`src/sv/swap_to_front_search_table_defines.svh`:
```
// Assertion macros for the swap-to-front search table.
// Included by the top level; no other dependencies.
`ifndef SWAP_TO_FRONT_SEARCH_TABLE_DEFINES_SVH
`define SWAP_TO_FRONT_SEARCH_TABLE_DEFINES_SVH

// same-cycle implication
`define STFST_ASSERT_NOW(label, clk, rst, ante, cons, msg) \
   label: assert property (@(posedge clk) disable iff (rst) (ante) |-> (cons)) \
      else $error(msg);

// next-cycle implication
`define STFST_ASSERT_NEXT(label, clk, rst, ante, cons, msg) \
   label: assert property (@(posedge clk) disable iff (rst) (ante) |=> (cons)) \
      else $error(msg);

`endif

```
`src/sv/stfst_pkg.sv`:
```
// Shared constants and controller/datapath interface types for the
// swap-to-front search table. No dependencies.
package stfst_pkg;

   localparam int DEPTH_DEFAULT = 1024;
   localparam int DATA_W        = 32;
   localparam int SLOT_W        = 10;
   localparam int POS_W         = 10;
   localparam int CFG_W         = 11;

   typedef struct packed {
      logic start;
      logic load_wr;
      logic scan;
      logic swap_hi;
      logic swap_lo;
      logic load_rsp;
   } dp_cmd_type;

   typedef struct packed {
      logic hit;
      logic hit_zero;
      logic miss;
   } dp_status_type;

endpackage

```
`src/sv/stfst_ctrl.sv`:
```
// Sequencer for load, scan, swap and result beats of the search table.
// Depends on stfst_pkg for the command and status types.
module stfst_ctrl (
   input  logic                     clock,
   input  logic                     reset,
   input  logic                     req_valid,
   input  logic                     req_mode,
   output logic                     req_stall,
   output logic                     rsp_valid,
   input  logic                     rsp_stall,
   input  stfst_pkg::dp_status_type status,
   output stfst_pkg::dp_cmd_type    cmd
);

   typedef enum logic [2:0] {
      IDLE,
      SCAN,
      SWAP_HI,
      SWAP_LO,
      RESULT
   } state_type;

   state_type state_ff;
   logic      rsp_valid_ff;
   logic      accept;
   logic      out_free;

   always_comb begin
      accept       = (state_ff == IDLE) && req_valid;
      out_free     = !rsp_valid_ff || !rsp_stall;
      cmd          = '0;
      cmd.start    = accept && req_mode;
      cmd.load_wr  = accept && !req_mode;
      cmd.scan     = (state_ff == SCAN);
      cmd.swap_hi  = (state_ff == SWAP_HI);
      cmd.swap_lo  = (state_ff == SWAP_LO);
      cmd.load_rsp = (state_ff == RESULT) && out_free;
   end

   always_ff @(posedge clock) begin
      if (reset) begin
         state_ff     <= IDLE;
         rsp_valid_ff <= 1'b0;
      end else begin
         if (cmd.load_rsp) begin
            rsp_valid_ff <= 1'b1;
         end else if (!rsp_stall) begin
            rsp_valid_ff <= 1'b0;
         end
         unique case (state_ff)
            IDLE: begin
               if (cmd.start) begin
                  state_ff <= SCAN;
               end
            end
            SCAN: begin
               priority if (status.hit) begin
                  state_ff <= status.hit_zero ? RESULT : SWAP_HI;
               end else if (status.miss) begin
                  state_ff <= RESULT;
               end else begin
                  state_ff <= SCAN;
               end
            end
            SWAP_HI: begin
               state_ff <= SWAP_LO;
            end
            SWAP_LO: begin
               state_ff <= RESULT;
            end
            RESULT: begin
               if (out_free) begin
                  state_ff <= IDLE;
               end
            end
            default: begin
               state_ff <= IDLE;
            end
         endcase
      end
   end

   assign req_stall = (state_ff != IDLE);
   assign rsp_valid = rsp_valid_ff;

endmodule

```
`config.mk`:
```
export PLATFORM = sky130hd
export DESIGN_NAME = stfst_ctrl
export DESIGN_NICKNAME = d
export VERILOG_FILES = /design/src/sv/swap_to_front_search_table_defines.svh /design/src/sv/stfst_pkg.sv /design/src/sv/stfst_ctrl.sv
export SDC_FILE = /design/constraint.sdc
export NUM_CORES = 1
export LEC_CHECK = 0
export ABC_AREA = 1
export BUFFER_PORTS_ARGS = -buffer_cell sky130_fd_sc_hd__buf_2
export CORE_AREA = 2 2 39 41
export CTS_CLUSTER_DIAMETER = 60
export DETAILED_ROUTE_END_ITERATION = 8
export DIE_AREA = 0 0 41 43
export PLACE_DENSITY = 0.48
export SETUP_SLACK_MARGIN = 0.2
export SLEW_MARGIN = 20
export SYNTH_ARGS = -nofsm -noshare
export SYNTH_HDL_FRONTEND = slang
export SYNTH_SLANG_ARGS = --single-unit
```
`constraint.sdc`:
```
create_clock -name clock -period 1.2 [get_ports clock]
set_input_delay 0.3 -clock clock [delete_from_list [all_inputs] [get_ports clock]]
set_output_delay 0.3 -clock clock [all_outputs]
set_load 0.005 [all_outputs]
```
Yosys cells after proc, flatten, opt, wreduce, memory -nomap -nowiden
Cells that the tools add are included.
{"block": "word_totals", "regBits": 4, "latchBits": 0, "mem_bits_rw": 0, "rom_bits": 0, "input_bits": 8, "out_inout_bits": 8, "wordCells": 28, "mem_count": 0}
{"block": "classes", "add_sub_neg": 0, "mul": 0, "n_div": 0, "magnitude_cmp": 0, "eq_ne": 7, "shifts": 0, "n_mux": 8, "bitwise": 0, "n_reduce_logical": 11}
{"operator": "3-bit 2-to-1 mux", "n": 5}
{"operator": "3-bit case mux with 5 select lines", "n": 1}
{"operator": "3-bit by 2-bit equality test with 1-bit output, second input constant", "n": 2}
{"operator": "1-bit logical AND", "n": 4}
{"operator": "2-bit inequality test, second input constant", "n": 2}
{"operator": "3-bit by 1-bit equality test with 1-bit output, second input constant", "n": 1}
{"operator": "3-bit equality test, second input constant", "n": 1}
{"operator": "1-bit logical NOT", "n": 3}
{"operator": "3-bit logical NOT", "n": 1}
{"operator": "3-bit nonzero test", "n": 1}
{"operator": "1-bit 2-to-1 mux", "n": 2}
{"operator": "2-bit by 1-bit inequality test with 1-bit output, second input constant", "n": 1}
{"operator": "2-bit AND reduction", "n": 1}
{"operator": "1-bit logical OR", "n": 1}

Depth between registers and ports, before layout
{"block": "logic_depth", "depth_word": 5, "depth_mapped": 6, "mapped_depth_nobuf": 6}

Worst setup path before layout
Ideal clock, no wire load.
{"block": "synth_timing", "kind": "register -> output", "start": "register state_ff[1]", "end": "output port cmd[4] (netlist bit)", "t_arrival_ps": 766, "t_required_ps": 900, "slack_ps": 134, "stages_incl_launch_ff": 6, "n_path_buf": 0, "cell_sequence": "dfxtp_1 inv_2 nand2_2 nor2_2 nand2_1 nor2_1"}
{"item": "start: declaration", "line_no": "stfst_ctrl.sv:23", "rtl": "state_type state_ff;"}
{"item": "start signal: assignment", "line_no": "stfst_ctrl.sv:58", "rtl": "state_ff <= status.hit_zero ? RESULT : SWAP_HI;"}
{"item": "end: declaration", "line_no": "stfst_ctrl.sv:12", "rtl": "output stfst_pkg::dp_cmd_type cmd"}

==> results.md <==
* Outcome: finished with violations
* Failing checks: negative setup slack
* 1st-pass router iterations at 3
* Met1 global-route usage at between 10% and 20%
* Register area share after synthesis at between 30% and 40%
* Placed Area at around 340 um^2
* 1st-iter DRT viols at 3
* Worst EP arrival at approximately 1.1 ns
* Starting density of the core at roughly 17%
* Synth top area cells: dfxtp_1 (34%), nor2_1 (11%), inv_1 (7.9%), a21oi_1 (6.3%), nand3_1 (6.3%)
* Quantity of I/O buffers inserted on ports at 15
* Final Cycle Share at 115.0%
* DR vias at about 320
* Hold Crit Start: reset
* Clock root buffer: clkbuf_4
* Syn_nets at 45
* Critical Path End Type: output pin
* Layout area overhead at 96.32%
* Cts bufs inserted at 3
* Post-synth top flop: dfxtp_1
* Post-Route WL at 634 um
* Distinct cells, synth at 13
* Ys async rst share at 0%
* Max-slew headroom at between 80% and 90%
* Mapped Cells at 37
* I/O pins at 16
* # hold bufs at CTS at 0
* Overall routing resource usage at under 10%
* Least-Margin Pin Slew at 0.1963 ns
* Sum Neg Setup Slack at -0.6909 ns
* Vias per cell at 4.130
* DP HPWL at around 470 um
* Drt wl/cell at 8.234 um
* CP Cell Sequence: inv_4 -> buf_4 -> nor3_4 -> buf_2
* Design area at 466.7 um^2
* Fmax at roughly 0.72 GHz
* Hold depth at 2
* Multi-input logic area at ~180 um^2
* Total inserted antenna cells at 0
* Crit Path Max Fanout at 4
* Setup ws final at -0.1800 ns
* Nets at 71
* Filler cells at around 160
* Reg2reg end: state_ff[1]
* Register-to-register path setup slack at around 0.22 ns
* H-tree depth at 1
* Clk_skew at 0.0001402 ns
* Initial antenna violation count at 0
* Seq cells post-synth at 4
* Hold Vio Cnt, Final at 0
* GR Layer Usage met3 at 3.141%
* Reg2Reg Depth at 6
* RSZ-0062 raised after global routing: true
* Critical path data required time at around 0.90 ns
* Max cap viols at 0
* Largest net degree at the start of global routing at 7
* Avg Inst Size Synth at between 6 and 7 um^2
* First-pass GRT wire length at 1166 um
* Placer Congestion at 0.6895
* Top-area cell type share of the netlist area at between 30% and 40%
* Overflow after GRT at 0
* Clk sinks at 4
* CTS tree: built
* Antenna-violating nets left at 0
* Busiest layer in global routing: met2
* Worst-path clk slew at about 0.040 ns
* Number of global-route vias before repair at ~310
* Commonest cells in the netlist: nor2_1 (7), inv_1 (5), dfxtp_1 (4), nand2_1 (4)
* DIE AREA at 0.001763 mm^2
* Max stage delay on crit path at approximately 0.34 ns
* Chip width at 41 um
* Most numerous cell in the Yosys netlist: nor2_1
* Post-Syn Area at approximately 240 um^2
* EDFF count, synth at 0
* Final setup fails at 7
* Final Max Slew Viols at 0
* Final Total Pwr at between 0.0004 and 0.0005 W
* Startpoint types: flip-flop
* Die Y-Extent at 43 um
* Register Area at between 80 and 90 um^2
* Hold WC Path Type: input pin to flip-flop
* Static Leakage at roughly 0.24 nW
* Tmin final at between 1 and 1.5 ns
* Row count at 14
* Hold Crit Endpoint: state_ff[0]
* CTS Buffer Depth at 2
* DR DRC count at 0
* Ys Warns at 0
* CP Launch Point: state_ff[1]
* Maximum VDD drop at between 400 and 500 uV
* Met2 global-route usage at around 15%
* Clk_lat worst skew at around 0.23 ns
* Core Region at 0.001384 mm^2
* Power Density at around 1000 mW/mm^2
* Share of cells above drive strength 1 at approximately 64%
* Synth area leader: dfxtp_1
* Crit path max-delay cell type: dfxtp_2
* CP Class: flip-flop to output pin
* Worst R2R Start: state_ff[0]
## power by group
part,total (W),switching [W],internal (W)
combinational,0.000157,0.0000767,0.0000805
clock,0.000164,0.0000521,0.000112
sequential,0.000153,0.0000110,0.000142
## placed cells by master, fill, tap and decap left out
cell / instances
nand2_1: 1
nand3_1: 3
nand4_1: 2
inv_1: 5
nand2_2: 2
buf_4: 5
nor3_4: 1
nor2_4: 2
buf_6: 1
a21oi_1: 3
nand2_4: 2
nor2_1: 7
dfxtp_1: 1
inv_4: 2
dfxtp_2: 1
dfxtp_4: 2
inv_2: 1
o21ai_2: 1
clkbuf_4: 3
a31oi_4: 1
buf_2: 15
## logic make-up (layout without fill, tap and decap cells)
family,after synthesis,after routing,synth area share (%)
compound gates,5,5,12.63
buf+inv,8,32,12.63
flops,4,4,33.69
simple gates,20,20,41.05
## sequential cells by signal, indices dropped and copies added (netlist names)
name,flops
rsp_valid,1
state_ff,3
## critical path: cells and delay by family, from the launching register on
kind | cells | cell delay, ns
simple gates | 1 | 0.16
buf+inv | 3 | 0.35
flops | 1 | 0.34
## metal layers
layer	wire (um)	vias up	part of all wire (%)
met1	242	143	38
li1	-	168	-
met4	0	0	0
met5	0	-	0
met2	356	7	56
met3	36	0	5.7
## final cells by class
cell class,count,area share (%)
multi-input cells,25,37.80
repair buffers,21,26.54
flip-flops and latches,4,19.03
inverters,8,7.507
clock buffers,3,4.826
well taps,16,4.290
## repair_timing
item,4_1_cts,5_1_grt
endpoints found under the hold margin,0,0
setup buffers,6,0
pin swaps,5,6
endpoints found under the setup margin,8,10
gates resized for setup,9,5
## how the worst max path moves through the flow
stage,end,cells past startpoint,slack (ns)
2_1_floorplan,cmd[5],5,0.17
3_3_place_gp,cmd[5],6,0.05
3_5_place_dp,cmd[5],6,0.06
4_1_cts,cmd[4],6,-0.16
5_1_grt,cmd[2],4,-0.26
6_report,cmd[2],4,-0.18
## through the flow
stage,instances,util (%),worst slack [ns],hold slack [ns]
3_3_place_gp,68,24.77,0.05297,0.4714
2_1_floorplan,37,-,0.1655,0.3649
6_report,77,33.73,-0.1800,0.2729
4_1_cts,77,31.65,-0.1613,0.2649
5_1_grt,77,33.73,-0.2621,0.2923
3_5_place_dp,68,24.77,0.05660,0.4799
Power figures use the tool's default switching activity.
